--- src/rtl/sss_pkg.sv ---
`default_nettype none

package sss_pkg;

    localparam int PWM_STEPS  = 4096;
    localparam int STEP_TOP   = (PWM_STEPS - 1 > 4095) ? 4095 : PWM_STEPS - 1;
    localparam int STEP_W     = 12;
    localparam int POS_W      = 16;
    localparam int CH_W       = 4;
    localparam int CFG_IDX_W  = 4;
    localparam int CFG_DATA_W = 16;

    // |pos - lo| * |hi_out - lo_out| fits 28 bits
    localparam int DIV_BITS   = 28;
    localparam int DIV_CNT_W  = $clog2(DIV_BITS);

    localparam logic [STEP_W-1:0] RESET_MID       = 12'd307;
    localparam logic [STEP_W-1:0] RESET_MIN_STEPS = 12'd204;
    localparam logic [STEP_W-1:0] RESET_MAX_STEPS = 12'd409;
    localparam logic [POS_W-1:0]  RESET_POS_LOW   = 16'd0;
    localparam logic [POS_W-1:0]  RESET_POS_HIGH  = 16'd2000;

    // floor(x / 10) == (x * 52429) >> 19 for every x below 2^16
    localparam logic [15:0] RECIP_TEN   = 16'd52429;
    localparam int          RECIP_SHIFT = 19;
    localparam logic [STEP_W-1:0] PROP_SNAP = 12'd10;
    localparam logic [STEP_W-1:0] LIN_SNAP  = 12'd1;

    typedef enum logic [CFG_IDX_W-1:0] {
        REG_MIN_STEPS     = 4'd0,
        REG_MAX_STEPS     = 4'd1,
        REG_REVERSED      = 4'd2,
        REG_SMOOTHED      = 4'd3,
        REG_LINEAR_MODE   = 4'd4,
        REG_POSITION_LOW  = 4'd5,
        REG_POSITION_HIGH = 4'd6,
        REG_CHANNEL       = 4'd7
    } cfg_idx_t;

    typedef enum logic [2:0] {
        ST_IDLE,
        ST_MUL,
        ST_DIV,
        ST_FIX,
        ST_TICK,
        ST_PROP
    } state_t;

    typedef struct packed {
        logic capture;
        logic mul;
        logic div_step;
        logic set_done;
        logic tick_done;
        logic prop_sum;
        logic prop_done;
    } cmd_t;

    typedef struct packed {
        logic tick_now;
    } stat_t;

endpackage

`default_nettype wire

--- src/rtl/sss_ctrl.sv ---
`default_nettype none

module sss_ctrl (
    input  wire logic          clk,
    input  wire logic          rst_n,
    input  wire logic          in_valid,
    output logic               in_ready,
    input  wire logic          mode,
    output logic               out_valid,
    input  wire logic          out_ready,
    input  wire sss_pkg::stat_t stat,
    output sss_pkg::cmd_t      cmd
);

    sss_pkg::state_t state_reg, state_next;
    logic [sss_pkg::DIV_CNT_W-1:0] cnt_reg, cnt_next;
    logic out_valid_reg, out_valid_next;
    logic out_free;
    logic load_out;

    always_ff @(posedge clk or negedge rst_n)
    begin
        if (!rst_n)
        begin
            state_reg     <= sss_pkg::ST_IDLE;
            cnt_reg       <= '0;
            out_valid_reg <= 1'b0;
        end
        else
        begin
            state_reg     <= state_next;
            cnt_reg       <= cnt_next;
            out_valid_reg <= out_valid_next;
        end
    end

    assign out_free  = !out_valid_reg || out_ready;
    assign out_valid = out_valid_reg;

    always_comb
    begin
        state_next = state_reg;
        cnt_next   = cnt_reg;
        cmd        = '0;
        in_ready   = 1'b0;
        case (state_reg)
            sss_pkg::ST_IDLE:
            begin
                in_ready = 1'b1;
                if (in_valid)
                begin
                    cmd.capture = 1'b1;
                    state_next  = mode ? sss_pkg::ST_TICK : sss_pkg::ST_MUL;
                end
            end
            sss_pkg::ST_MUL:
            begin
                cmd.mul    = 1'b1;
                cnt_next   = '0;
                state_next = sss_pkg::ST_DIV;
            end
            sss_pkg::ST_DIV:
            begin
                cmd.div_step = 1'b1;
                cnt_next     = cnt_reg + 1'b1;
                if (cnt_reg == sss_pkg::DIV_CNT_W'(sss_pkg::DIV_BITS - 1))
                begin
                    state_next = sss_pkg::ST_FIX;
                end
            end
            sss_pkg::ST_FIX:
            begin
                if (out_free)
                begin
                    cmd.set_done = 1'b1;
                    state_next   = sss_pkg::ST_IDLE;
                end
            end
            sss_pkg::ST_TICK:
            begin
                if (!stat.tick_now)
                begin
                    cmd.prop_sum = 1'b1;
                    state_next   = sss_pkg::ST_PROP;
                end
                else if (out_free)
                begin
                    cmd.tick_done = 1'b1;
                    state_next    = sss_pkg::ST_IDLE;
                end
            end
            sss_pkg::ST_PROP:
            begin
                if (out_free)
                begin
                    cmd.prop_done = 1'b1;
                    state_next    = sss_pkg::ST_IDLE;
                end
            end
            default:
            begin
                state_next = sss_pkg::ST_IDLE;
            end
        endcase
    end

    assign load_out = cmd.set_done || cmd.tick_done || cmd.prop_done;

    always_comb
    begin
        out_valid_next = out_valid_reg;
        if (load_out)
        begin
            out_valid_next = 1'b1;
        end
        else if (out_ready)
        begin
            out_valid_next = 1'b0;
        end
    end

endmodule

`default_nettype wire

--- src/rtl/sss_datapath.sv ---
`default_nettype none

module sss_datapath (
    input  wire logic                             clk,
    input  wire logic                             rst_n,
    input  wire sss_pkg::cmd_t                    cmd,
    output sss_pkg::stat_t                        stat,
    input  wire logic                             cfg_we,
    input  wire logic [sss_pkg::CFG_IDX_W-1:0]    cfg_index,
    input  wire logic [sss_pkg::CFG_DATA_W-1:0]   cfg_data,
    input  wire logic [sss_pkg::POS_W-1:0]        position,
    output logic                                  pwm_write,
    output logic [sss_pkg::CH_W-1:0]              pwm_channel,
    output logic [sss_pkg::STEP_W-1:0]            pwm_steps,
    output logic                                  settled
);

    localparam int SW = sss_pkg::STEP_W;
    localparam int PW = sss_pkg::POS_W;
    localparam int QW = sss_pkg::DIV_BITS;

    // configuration
    logic [SW-1:0]           min_steps_reg, max_steps_reg;
    logic                    reversed_reg, smoothed_reg, linear_reg;
    logic [PW-1:0]           pos_low_reg, pos_high_reg;
    logic [sss_pkg::CH_W-1:0] channel_reg;

    // state
    logic [SW-1:0] target_reg, target_next;
    logic [SW-1:0] current_reg, current_next;

    // working registers
    logic [PW-1:0] pos_reg;
    logic [QW-1:0] quo_reg, quo_next;
    logic [PW-1:0] rem_reg, rem_next;
    logic [PW-1:0] den_reg;
    logic          neg_reg;
    logic          zero_rng_reg;
    logic [15:0]   sum_reg;

    // result register
    logic          wr_reg, wr_next;
    logic [SW-1:0] steps_reg, steps_next;
    logic          settled_reg, settled_next;

    // mapping
    logic [SW-1:0]  out_lo, out_hi;
    logic [PW:0]    d_pos, d_rng;
    logic [SW:0]    d_out;
    logic [PW-1:0]  mag_pos, mag_rng;
    logic [SW-1:0]  mag_out;
    logic [QW-1:0]  prod;
    logic [PW:0]    rem_sh;
    logic           fits;
    logic [QW:0]    q_s;
    logic [QW+1:0]  v_s;
    logic [SW-1:0]  mapped;

    // ticks
    logic [SW-1:0]  diff;
    logic [SW-1:0]  lin_n;
    logic [15:0]    blend;
    logic [31:0]    recip;
    logic [SW-1:0]  prop_n;

    always_ff @(posedge clk or negedge rst_n)
    begin
        if (!rst_n)
        begin
            min_steps_reg <= sss_pkg::RESET_MIN_STEPS;
            max_steps_reg <= sss_pkg::RESET_MAX_STEPS;
            reversed_reg  <= 1'b0;
            smoothed_reg  <= 1'b1;
            linear_reg    <= 1'b1;
            pos_low_reg   <= sss_pkg::RESET_POS_LOW;
            pos_high_reg  <= sss_pkg::RESET_POS_HIGH;
            channel_reg   <= '0;
        end
        else if (cfg_we)
        begin
            case (sss_pkg::cfg_idx_t'(cfg_index))
                sss_pkg::REG_MIN_STEPS:     min_steps_reg <= cfg_data[SW-1:0];
                sss_pkg::REG_MAX_STEPS:     max_steps_reg <= cfg_data[SW-1:0];
                sss_pkg::REG_REVERSED:      reversed_reg  <= cfg_data[0];
                sss_pkg::REG_SMOOTHED:      smoothed_reg  <= cfg_data[0];
                sss_pkg::REG_LINEAR_MODE:   linear_reg    <= cfg_data[0];
                sss_pkg::REG_POSITION_LOW:  pos_low_reg   <= cfg_data[PW-1:0];
                sss_pkg::REG_POSITION_HIGH: pos_high_reg  <= cfg_data[PW-1:0];
                sss_pkg::REG_CHANNEL:       channel_reg   <= cfg_data[sss_pkg::CH_W-1:0];
                default:
                begin
                end
            endcase
        end
    end

    always_ff @(posedge clk or negedge rst_n)
    begin
        if (!rst_n)
        begin
            target_reg  <= sss_pkg::RESET_MID;
            current_reg <= sss_pkg::RESET_MID;
        end
        else
        begin
            target_reg  <= target_next;
            current_reg <= current_next;
        end
    end

    always_ff @(posedge clk)
    begin
        if (cmd.capture)
        begin
            pos_reg <= position;
        end
        if (cmd.mul)
        begin
            den_reg      <= mag_rng;
            neg_reg      <= d_pos[PW] ^ d_out[SW] ^ d_rng[PW];
            zero_rng_reg <= (pos_low_reg == pos_high_reg);
        end
        if (cmd.prop_sum)
        begin
            sum_reg <= blend;
        end
        quo_reg     <= quo_next;
        rem_reg     <= rem_next;
        wr_reg      <= wr_next;
        steps_reg   <= steps_next;
        settled_reg <= settled_next;
    end

    // signed differences, then magnitudes for the unsigned divider
    assign out_lo  = reversed_reg ? max_steps_reg : min_steps_reg;
    assign out_hi  = reversed_reg ? min_steps_reg : max_steps_reg;
    assign d_pos   = {1'b0, pos_reg} - {1'b0, pos_low_reg};
    assign d_rng   = {1'b0, pos_high_reg} - {1'b0, pos_low_reg};
    assign d_out   = {1'b0, out_hi} - {1'b0, out_lo};
    assign mag_pos = d_pos[PW] ? PW'(-d_pos) : d_pos[PW-1:0];
    assign mag_rng = d_rng[PW] ? PW'(-d_rng) : d_rng[PW-1:0];
    assign mag_out = d_out[SW] ? SW'(-d_out) : d_out[SW-1:0];
    assign prod    = QW'(mag_pos) * QW'(mag_out);

    // restoring division, one quotient bit a beat of the counter
    assign rem_sh = {rem_reg, quo_reg[QW-1]};
    assign fits   = rem_sh >= {1'b0, den_reg};

    always_comb
    begin
        quo_next = quo_reg;
        rem_next = rem_reg;
        if (cmd.mul)
        begin
            quo_next = prod;
            rem_next = '0;
        end
        else if (cmd.div_step)
        begin
            quo_next = {quo_reg[QW-2:0], fits};
            rem_next = fits ? PW'(rem_sh - {1'b0, den_reg}) : rem_sh[PW-1:0];
        end
    end

    // truncation toward zero: negate the magnitude quotient, then add the offset
    assign q_s = neg_reg ? (QW+1)'(-{1'b0, quo_reg}) : {1'b0, quo_reg};
    assign v_s = {q_s[QW], q_s} + (QW+2)'({1'b0, out_lo});

    always_comb
    begin
        if (zero_rng_reg)
        begin
            mapped = out_lo;
        end
        else if (v_s[QW+1])
        begin
            mapped = '0;
        end
        else if (v_s > (QW+2)'(sss_pkg::STEP_TOP))
        begin
            mapped = SW'(sss_pkg::STEP_TOP);
        end
        else
        begin
            mapped = v_s[SW-1:0];
        end
    end

    assign diff  = (target_reg > current_reg) ? target_reg - current_reg
                                              : current_reg - target_reg;
    assign lin_n = (diff > sss_pkg::LIN_SNAP)
                 ? ((current_reg < target_reg) ? current_reg + 1'b1 : current_reg - 1'b1)
                 : target_reg;
    assign blend = 16'(target_reg) + 16'({current_reg, 3'b000}) + 16'(current_reg);
    assign recip = sum_reg * sss_pkg::RECIP_TEN;
    assign prop_n = recip[sss_pkg::RECIP_SHIFT +: SW];

    assign stat.tick_now = !smoothed_reg || (target_reg == current_reg) || linear_reg
                         || (diff < sss_pkg::PROP_SNAP);

    always_comb
    begin
        target_next  = target_reg;
        current_next = current_reg;
        wr_next      = wr_reg;
        steps_next   = steps_reg;
        settled_next = settled_reg;
        if (cmd.set_done)
        begin
            settled_next = 1'b0;
            if (smoothed_reg)
            begin
                target_next = mapped;
                wr_next     = 1'b0;
                steps_next  = '0;
            end
            else
            begin
                wr_next    = 1'b1;
                steps_next = mapped;
            end
        end
        else if (cmd.tick_done)
        begin
            if (!smoothed_reg || (target_reg == current_reg))
            begin
                wr_next      = 1'b0;
                steps_next   = '0;
                settled_next = 1'b1;
            end
            else
            begin
                // linear step, or proportional snap when close
                current_next = linear_reg ? lin_n : target_reg;
                wr_next      = 1'b1;
                steps_next   = linear_reg ? lin_n : target_reg;
                settled_next = 1'b0;
            end
        end
        else if (cmd.prop_done)
        begin
            current_next = prop_n;
            wr_next      = 1'b1;
            steps_next   = prop_n;
            settled_next = 1'b0;
        end
    end

    assign pwm_write   = wr_reg;
    assign pwm_channel = channel_reg;
    assign pwm_steps   = steps_reg;
    assign settled     = settled_reg;

endmodule

`default_nettype wire

--- src/rtl/servo_slew_smoother.sv ---
// Set item: result computed by the 28-step restoring divider, through ST_MUL, ST_DIV and ST_FIX.
// Tick item: result from ST_TICK, or via ST_PROP in proportional mode (blend registered, scaled by 1/10).
// One item at a time: the next input beat is taken only once the last result is loaded;
// a new item is taken while the previous result still waits.
// rst_n is asynchronous, active low: registers return to their defaults and
// target and current steps to the midpoint 307; no result is pending.
`default_nettype none

module servo_slew_smoother (
    input  wire logic                            clk,
    input  wire logic                            rst_n,
    input  wire logic                            in_valid,
    output logic                                 in_ready,
    input  wire logic                            mode,
    input  wire logic [sss_pkg::POS_W-1:0]       position,
    output logic                                 out_valid,
    input  wire logic                            out_ready,
    output logic                                 pwm_write,
    output logic [sss_pkg::CH_W-1:0]             pwm_channel,
    output logic [sss_pkg::STEP_W-1:0]           pwm_steps,
    output logic                                 settled,
    input  wire logic                            cfg_valid,
    output logic                                 cfg_ready,
    input  wire logic [sss_pkg::CFG_IDX_W-1:0]   cfg_index,
    input  wire logic [sss_pkg::CFG_DATA_W-1:0]  cfg_data
);

    sss_pkg::cmd_t  cmd;
    sss_pkg::stat_t stat;

    assign cfg_ready = 1'b1;

    sss_ctrl u_ctrl (
        .clk       (clk),
        .rst_n     (rst_n),
        .in_valid  (in_valid),
        .in_ready  (in_ready),
        .mode      (mode),
        .out_valid (out_valid),
        .out_ready (out_ready),
        .stat      (stat),
        .cmd       (cmd)
    );

    sss_datapath u_dp (
        .clk         (clk),
        .rst_n       (rst_n),
        .cmd         (cmd),
        .stat        (stat),
        .cfg_we      (cfg_valid && cfg_ready),
        .cfg_index   (cfg_index),
        .cfg_data    (cfg_data),
        .position    (position),
        .pwm_write   (pwm_write),
        .pwm_channel (pwm_channel),
        .pwm_steps   (pwm_steps),
        .settled     (settled)
    );

endmodule

`default_nettype wire

--- config.mk ---
export PLATFORM = sky130hd
export DESIGN_NAME = servo_slew_smoother
export DESIGN_NICKNAME = d
export VERILOG_FILES = /design/src/rtl/sss_pkg.sv /design/src/rtl/sss_ctrl.sv /design/src/rtl/sss_datapath.sv /design/src/rtl/servo_slew_smoother.sv
export SDC_FILE = /design/constraint.sdc
export NUM_CORES = 1
export LEC_CHECK = 0
export ABC_AREA = 1
export BUFFER_PORTS_ARGS = -buffer_cell sky130_fd_sc_hd__buf_2
export CORE_MARGIN = 2
export CORE_UTILIZATION = 25
export DETAILED_ROUTE_END_ITERATION = 8
export GPL_ROUTABILITY_DRIVEN = 0
export GPL_TIMING_DRIVEN = 0
export PLACE_DENSITY = 0.47
export SLEW_MARGIN = 20
export SYNTH_ARGS = -nofsm -noshare
export SYNTH_HDL_FRONTEND = slang
export SYNTH_SLANG_ARGS = --single-unit
--- constraint.sdc ---
create_clock -name clk -period 10.65 [get_ports clk]
set_clock_uncertainty 0.15 [all_clocks]
set_input_delay 0.5325 -clock clk [delete_from_list [all_inputs] [get_ports clk]]
set_output_delay 0.5325 -clock clk [all_outputs]
set_load 0.03 [all_outputs]
==> flow_summary.yaml, run 1 <==
outcome:
  status: "complete, no violations"
die:
  die_h_microns: 333
  num_rows: 120
  die_w_microns: 333
  initial_core_util: 0.253
  core_area_sq_um: 107000
  die-area_sq_um: 111000
  pin_count: 63
worst_setup_path:
  crit_type: "reg2reg"
  cp_slowest_stage_delay_ns: 0.60
  crit_top_cell: "a21oi_1"
  cp_data_arrival_time_ns: 9.95
  cp_max_fo: 10
  slowest_stage: "clkbuf_1"
  worstPathRequired_ns: 10.80
  worstSetupStartpointType: "flop"
  cp-end-kind: "flop"
clock_tree:
  worstSkewPairLatency_ns: 0.61
  post-cts-setup-buffers: 0
  cts_resized: 0
  h-tree-depth: 1
  clockBufferDepth: 3
  path_clk_slew_ns: 0.06
  cts_buffers: 26
  cts_root_buf: "clkbuf_16"
  cts_tree: "built"
  cts.sinks: 204
timing:
  post-route-period-util: 0.920
  fmax_mhz: 102
  rsz0062_at_grt: "no"
  hold_viol_final: 0
  setup_tns_ns: 0
  report.final.slew_viol_count: 0
  period_needed_ns: 9.80
  setup_viol: 0
  tightest_slew_ns: 1.13
  max_slew_margin: 0.247
synthesis:
  synth_edf_count: 91
  ys_ff_latch: 204
  synth_top_area_cell: "fa_1"
  synth_cells: 3541
  synth.top_cell.area_share: 0.177
  synth_nets: 4138
  postSynthAreaPerCell_sq_um: 7.65
  ys_types: 61
  yosys_warnings: 0
  ys.flop_type: "edfxtp_1"
  synthTopCellsByArea: "fa_1, ha_1, nand2_1"
  ys_seq_area_frac: 0.203
  synth_area_sq_um: 27100
  async_reset_ff_frac: 0.471
route:
  vias: 22600
  drt-total-wl_microns: 79200
  first_pass_iters: 5
  drc: 0
  route.detailed.wl_per_inst_microns: 15.6
  antenna_left: 0
  vias_per_cell: 4.45
  drtIter0Drc: 1301
finish:
  nNetsFinal: 4249
  final_area_sq_um: 30400
  largest_reg_flops: 28
  area_growth_pct: 12.1
  seq_area_sq_um: 5510
  fin_util: 0.283
  num-fill-cells: 11800
  drive_gt1_frac: 0.0689
  multi_input_area_sq_um: 18800
  antenna-diode-count: 0
global_route:
  track_usage: 0.143
  grt_pass1_wl_microns: 126000
  antenna_found_initial: 1
  grt_pass1_vias: 22700
  grt_start_max_net_pins: 73
  grt-ovfl-total: 0
placement:
  port-buffer-count: 61
  dp_hpwl_microns: 67100
  place_area_sq_um: 29300
flow_run:
  cap_viol_max_count: 0
hold_path:
  worstHoldPathType: "in2reg"
## routing by layer
| layer | vias up | global-route usage | part of all wire |
|---|---|---|---|
| li1 | 11400 | - | - |
| met1 | 10700 | 0.202 | 0.49 |
| met2 | 410 | 0.234 | 0.45 |
| met3 | 78 | 0.0176 | 0.040 |
| met4 | 0 | 0.0310 | 0.020 |
| met5 | - | 0 | 0 |
## layout by cell type (no fill, tap or decap), types with 8 or more instances in the layout
master	netlist	routed
dlygate4sd3_1	0	17
nand2_2	22	23
a21oi_1	191	191
fa_1	239	239
edfxtp_1	91	91
o21ai_0	222	222
xor2_1	119	119
a21o_1	15	15
dfxtp_1	17	17
inv_1	634	634
nor2_1	217	216
buf_2	13	73
o21bai_1	12	12
clkbuf_1	36	40
nand4_1	20	20
nand3_1	150	150
nand2_1	897	896
dfrtp_1	69	69
a31oi_1	10	10
clkbuf_16	0	29
nor2_4	8	8
nor3_1	29	28
xnor2_1	46	46
ha_1	316	316
dfstp_2	27	27
nand3_2	12	12
nand3b_1	9	9
nor2_2	9	10
inv_2	14	14
or2_2	11	11
o21ai_1	9	9
## final timing paths
| kind | start | endpoint | slack (ns) | cells after the start |
|---|---|---|---|---|
| min reg2reg | u_dp.rem_reg[15] | u_dp.rem_reg[15] | 0.31 | 2 |
| min | cfg_data[13] | u_dp.pos_low_reg[13] | 0.05 | 3 |
| max reg2reg | u_dp.reversed_reg | u_dp.quo_reg[22] | 0.85 | 33 |
| max | u_dp.reversed_reg | u_dp.quo_reg[22] | 0.85 | 33 |
| max in group asynchronous | rst_n | u_dp.current_reg[0] | 9.34 | 3 |
| min in group asynchronous | rst_n | u_dp.pos_low_reg[15] | 0.25 | 2 |
## cell families after synthesis
logic type / Yosys count / synth area share
muxes: 2 / 0.000785
xor gates and xnor gates: 167 / 0.0545
AOI/OAI and AO/OA: 498 / 0.0995
DFF: 204 / 0.203
and+or+nand+nor: 1401 / 0.218
buffers and inverters: 713 / 0.101
other: 1 / 0.000138
adders and majority gates: 555 / 0.323
## cell usage after synthesis, drive strengths merged (2+ instances only)
library cell / count
a21boi: 6
a21o: 15
a21oi: 192
a221oi: 2
a31oi: 10
buf: 20
clkbuf: 39
clkinv: 6
dfrtp: 69
dfstp: 27
dfxtp: 17
edfxtp: 91
fa: 239
ha: 316
inv: 648
nand2: 923
nand2b: 2
nand3: 162
nand3b: 9
nand4: 21
nor2: 236
nor3: 29
nor4: 7
o2111ai: 2
o211ai: 4
o21a: 7
o21ai: 232
o21bai: 12
o221ai: 3
o22ai: 3
o31ai: 5
or2: 12
xnor2: 47
xor2: 120
## layout make-up
cell class | instances | area share
multi-input combinational | 2624 | 0.621
sequential | 204 | 0.181
inverter | 654 | 0.0808
tap | 1403 | 0.0578
clock buffer | 40 | 0.0272
timing repair buffer | 83 | 0.0192
buffer | 59 | 0.00947
clock inverter | 8 | 0.00346
## stage by stage
| stage | std cells | worst slack [ns] | hold WS [ns] |
|---|---|---|---|
| floorplan | 3541 | 2.69 | 0.0869 |
| global placement | 5005 | 0.883 | 0.296 |
| detailed placement | 5010 | 0.935 | 0.266 |
| CTS | 5075 | 0.866 | 0.0220 |
| global route | 5075 | 0.0230 | 0.0772 |
| finish | 5075 | 0.854 | 0.0505 |
## worst max-delay path, delay by kind of cell (launching register included)
family / cells / cell delay (ns)
flops: 1 / 0.40
compound gates: 11 / 1.90
fa+ha+maj: 7 / 3.30
buf+inv: 9 / 2.27
simple gates: 4 / 0.66
xor+xnor: 2 / 0.82
## what timing repair did
item                       CTS  global route
setup endpoints to repair    0             0
hold endpoints to repair    68             0
hold buffers                17             0
Power of run 1 is left out: the tool's default activity adds up to more than one toggle a clock period on the data nets, which glitch-free logic cannot reach.
==> inputs of run 2 (changes only) <==
ABC_AREA = unset   (was 1)
==> flow_summary.yaml, run 2 <==
clock_tree:
  cts_root_buf: "clkbuf_16"
  path_clk_slew_ns: 0.06
  cts.sinks: 204
  worstSkewPairLatency_ns: 0.58
  cts_tree: "built"
  cts_buffers: 27
  clockBufferDepth: 3
  h-tree-depth: 1
timing:
  tightest_slew_ns: 1.04
  report.final.slew_viol_count: 0
  setup_viol: 0
  period_needed_ns: 10.08
  hold_viol_final: 0
  max_slew_margin: 0.305
  fin_ws_ns: 0.567
  post-route-period-util: 0.947
  fmax_mhz: 99.2
outcome:
  status: "complete, no violations"
finish:
  final_cells: 4470
  final_common_cell: "inv_1"
  final_cell_mix: "inv_1, ha_1, nand2_1"
  drive_gt1_frac: 0.0987
  nNetsFinal: 3655
  area_growth_pct: 13.4
  largest_reg_flops: 28
  final_area_sq_um: 30100
  antenna-diode-count: 0
  num-fill-cells: 11200
  multi_input_area_sq_um: 19200
  seq_area_sq_um: 5510
worst_setup_path:
  worstPathRequired_ns: 10.79
  worstSetupStartpointType: "flop"
  worstReg2RegStart: "u_dp.reversed_reg"
  reg2reg_depth: 33
  timing.rr.end: "u_dp.quo_reg[27]"
  cp_data_arrival_time_ns: 10.23
  slowest_stage: "mux2i_1"
  cp_slowest_stage_delay_ns: 0.62
  crit_top_cell: "fa_1"
  cp-end-kind: "flop"
  cp_max_fo: 6
  ff2ff_setup_slack_ns: 0.57
  crit_type: "reg2reg"
route:
  drtIter0Drc: 965
  vias_per_cell: 4.58
  drc: 0
  vias: 20500
  first_pass_iters: 5
  antenna_left: 0
  route.detailed.wl_per_inst_microns: 16.5
  drt-total-wl_microns: 73900
global_route:
  grt-ovfl-total: 0
  grt_pass1_wl_microns: 118000
  track_usage: 0.137
  grt_start_max_net_pins: 59
  antenna_found_initial: 1
  grt_pass1_vias: 21100
die:
  num_rows: 119
  die_h_microns: 330
  pin_count: 63
  die-area_sq_um: 109000
  die_w_microns: 330
  initial_core_util: 0.252
  core_area_sq_um: 105000
synthesis:
  yosysMostFrequentCell: "inv_1"
  ys_seq_area_frac: 0.208
  synthTopCellsByArea: "fa_1, ha_1, edfxtp_1"
  synth.top_cell.area_share: 0.180
  synth_nets: 3532
  ys_types: 85
  postSynthAreaPerCell_sq_um: 9.04
  ys.flop_type: "edfxtp_1"
  synth_cells: 2935
  synth_edf_count: 91
  synth_area_sq_um: 26500
  ys_ff_latch: 204
  synth_top_area_cell: "fa_1"
  ys_top_cells_by_count: "inv_1, ha_1, nand2_1, fa_1, nor2_1"
  async_reset_ff_frac: 0.471
  yosys_warnings: 0
hold_path:
  min_path_cells: 3
  worstHoldPathType: "in2reg"
  min_from: "cfg_data[13]"
  min_to: "u_dp.pos_low_reg[13]"
placement:
  dp_hpwl_microns: 62200
  place_ws_ns: -1.55
  place_area_sq_um: 28700
  port-buffer-count: 60
  placedCellCount: 4390
flow_run:
  cap_viol_max_count: 0
-- run 2: cell count changes after synthesis, moves of 65 or more --
cell     before  now
inv_1       634  465
nand2_1     897  287
xnor2_1      46  136
nand3_1     150   35
o21ai_0     222  130
mux2_2        1   66
-- run 2: what timing repair did --
action,in CTS,in global routing
endpoints found under the hold margin,44,0
buffers inserted,1,13
resized for setup,21,34
endpoints found under the setup margin,18,7
hold buffers,17,0
pin swaps,1,6
-- run 2: critical path, delay by kind of cell (launching register included) --
family	cells	cell delay, ns
buffers and inverters	4	0.42
AO/OA/AOI/OAI	9	2.10
multiplexers	1	0.62
adder cells (fa/ha/maj)	7	3.30
XOR/XNOR	3	0.58
AND/OR/NAND/NOR	9	2.18
flip-flops	1	0.42
-- run 2: kinds of logic (layout without fill, tap and decap cells) --
| group | Yosys count | count (layout) | synth area share |
|---|---|---|---|
| compound gates | 532 | 532 | 0.133 |
| xor+xnor | 192 | 192 | 0.0634 |
| simple gates | 785 | 785 | 0.141 |
| mux | 114 | 114 | 0.0461 |
| flops | 204 | 204 | 0.208 |
| other cells | 1 | 1 | 0.000141 |
| fa+ha+maj | 555 | 555 | 0.329 |
| buf+inv | 552 | 696 | 0.0792 |
-- run 2: area by class of cell --
class                   instances  share of cell area
multi-input cells            2179               0.637
flip-flops and latches        204               0.183
clock buffers                  35              0.0255
repair buffers                 95              0.0217
inverters                     465              0.0580
well taps                    1391              0.0578
clock inverters                15             0.00395
plain buffers                  86              0.0128
-- run 2: stage by stage --
step | hold slack, ns | setup TNS, ns | util
floorplan | 0.0869 | 0 | -
global placement | 0.294 | -13.58 | 0.271
detailed placement | 0.317 | -14.13 | 0.272
CTS | 0.00265 | 0 | 0.284
global route | 0.0444 | -0.0337 | 0.286
finish | 0.0419 | 0 | 0.286
-- run 2: how the worst max path moves through the flow --
stage | from | to | slack (ns) | cells past startpoint
CTS | u_dp.reversed_reg | u_dp.quo_reg[27] | 0.04 | 36
global route | u_dp.reversed_reg | u_dp.quo_reg[27] | -0.03 | 33
floorplan | u_dp.reversed_reg | u_dp.quo_reg[27] | 0.79 | 42
detailed placement | u_dp.reversed_reg | u_dp.quo_reg[27] | -1.55 | 39
global placement | u_dp.reversed_reg | u_dp.quo_reg[27] | -1.52 | 39
finish | u_dp.reversed_reg | u_dp.quo_reg[27] | 0.57 | 33
-- run 2: per-layer routing --
layer,vias up,GRT usage,wire (microns)
li1,10200,-,-
met1,9916,0.178,34200
met2,303,0.241,35600
met3,91,0.0115,1760
met4,0,0.0403,2390
met5,-,0,0
Power of run 2 is left out for the same reason.
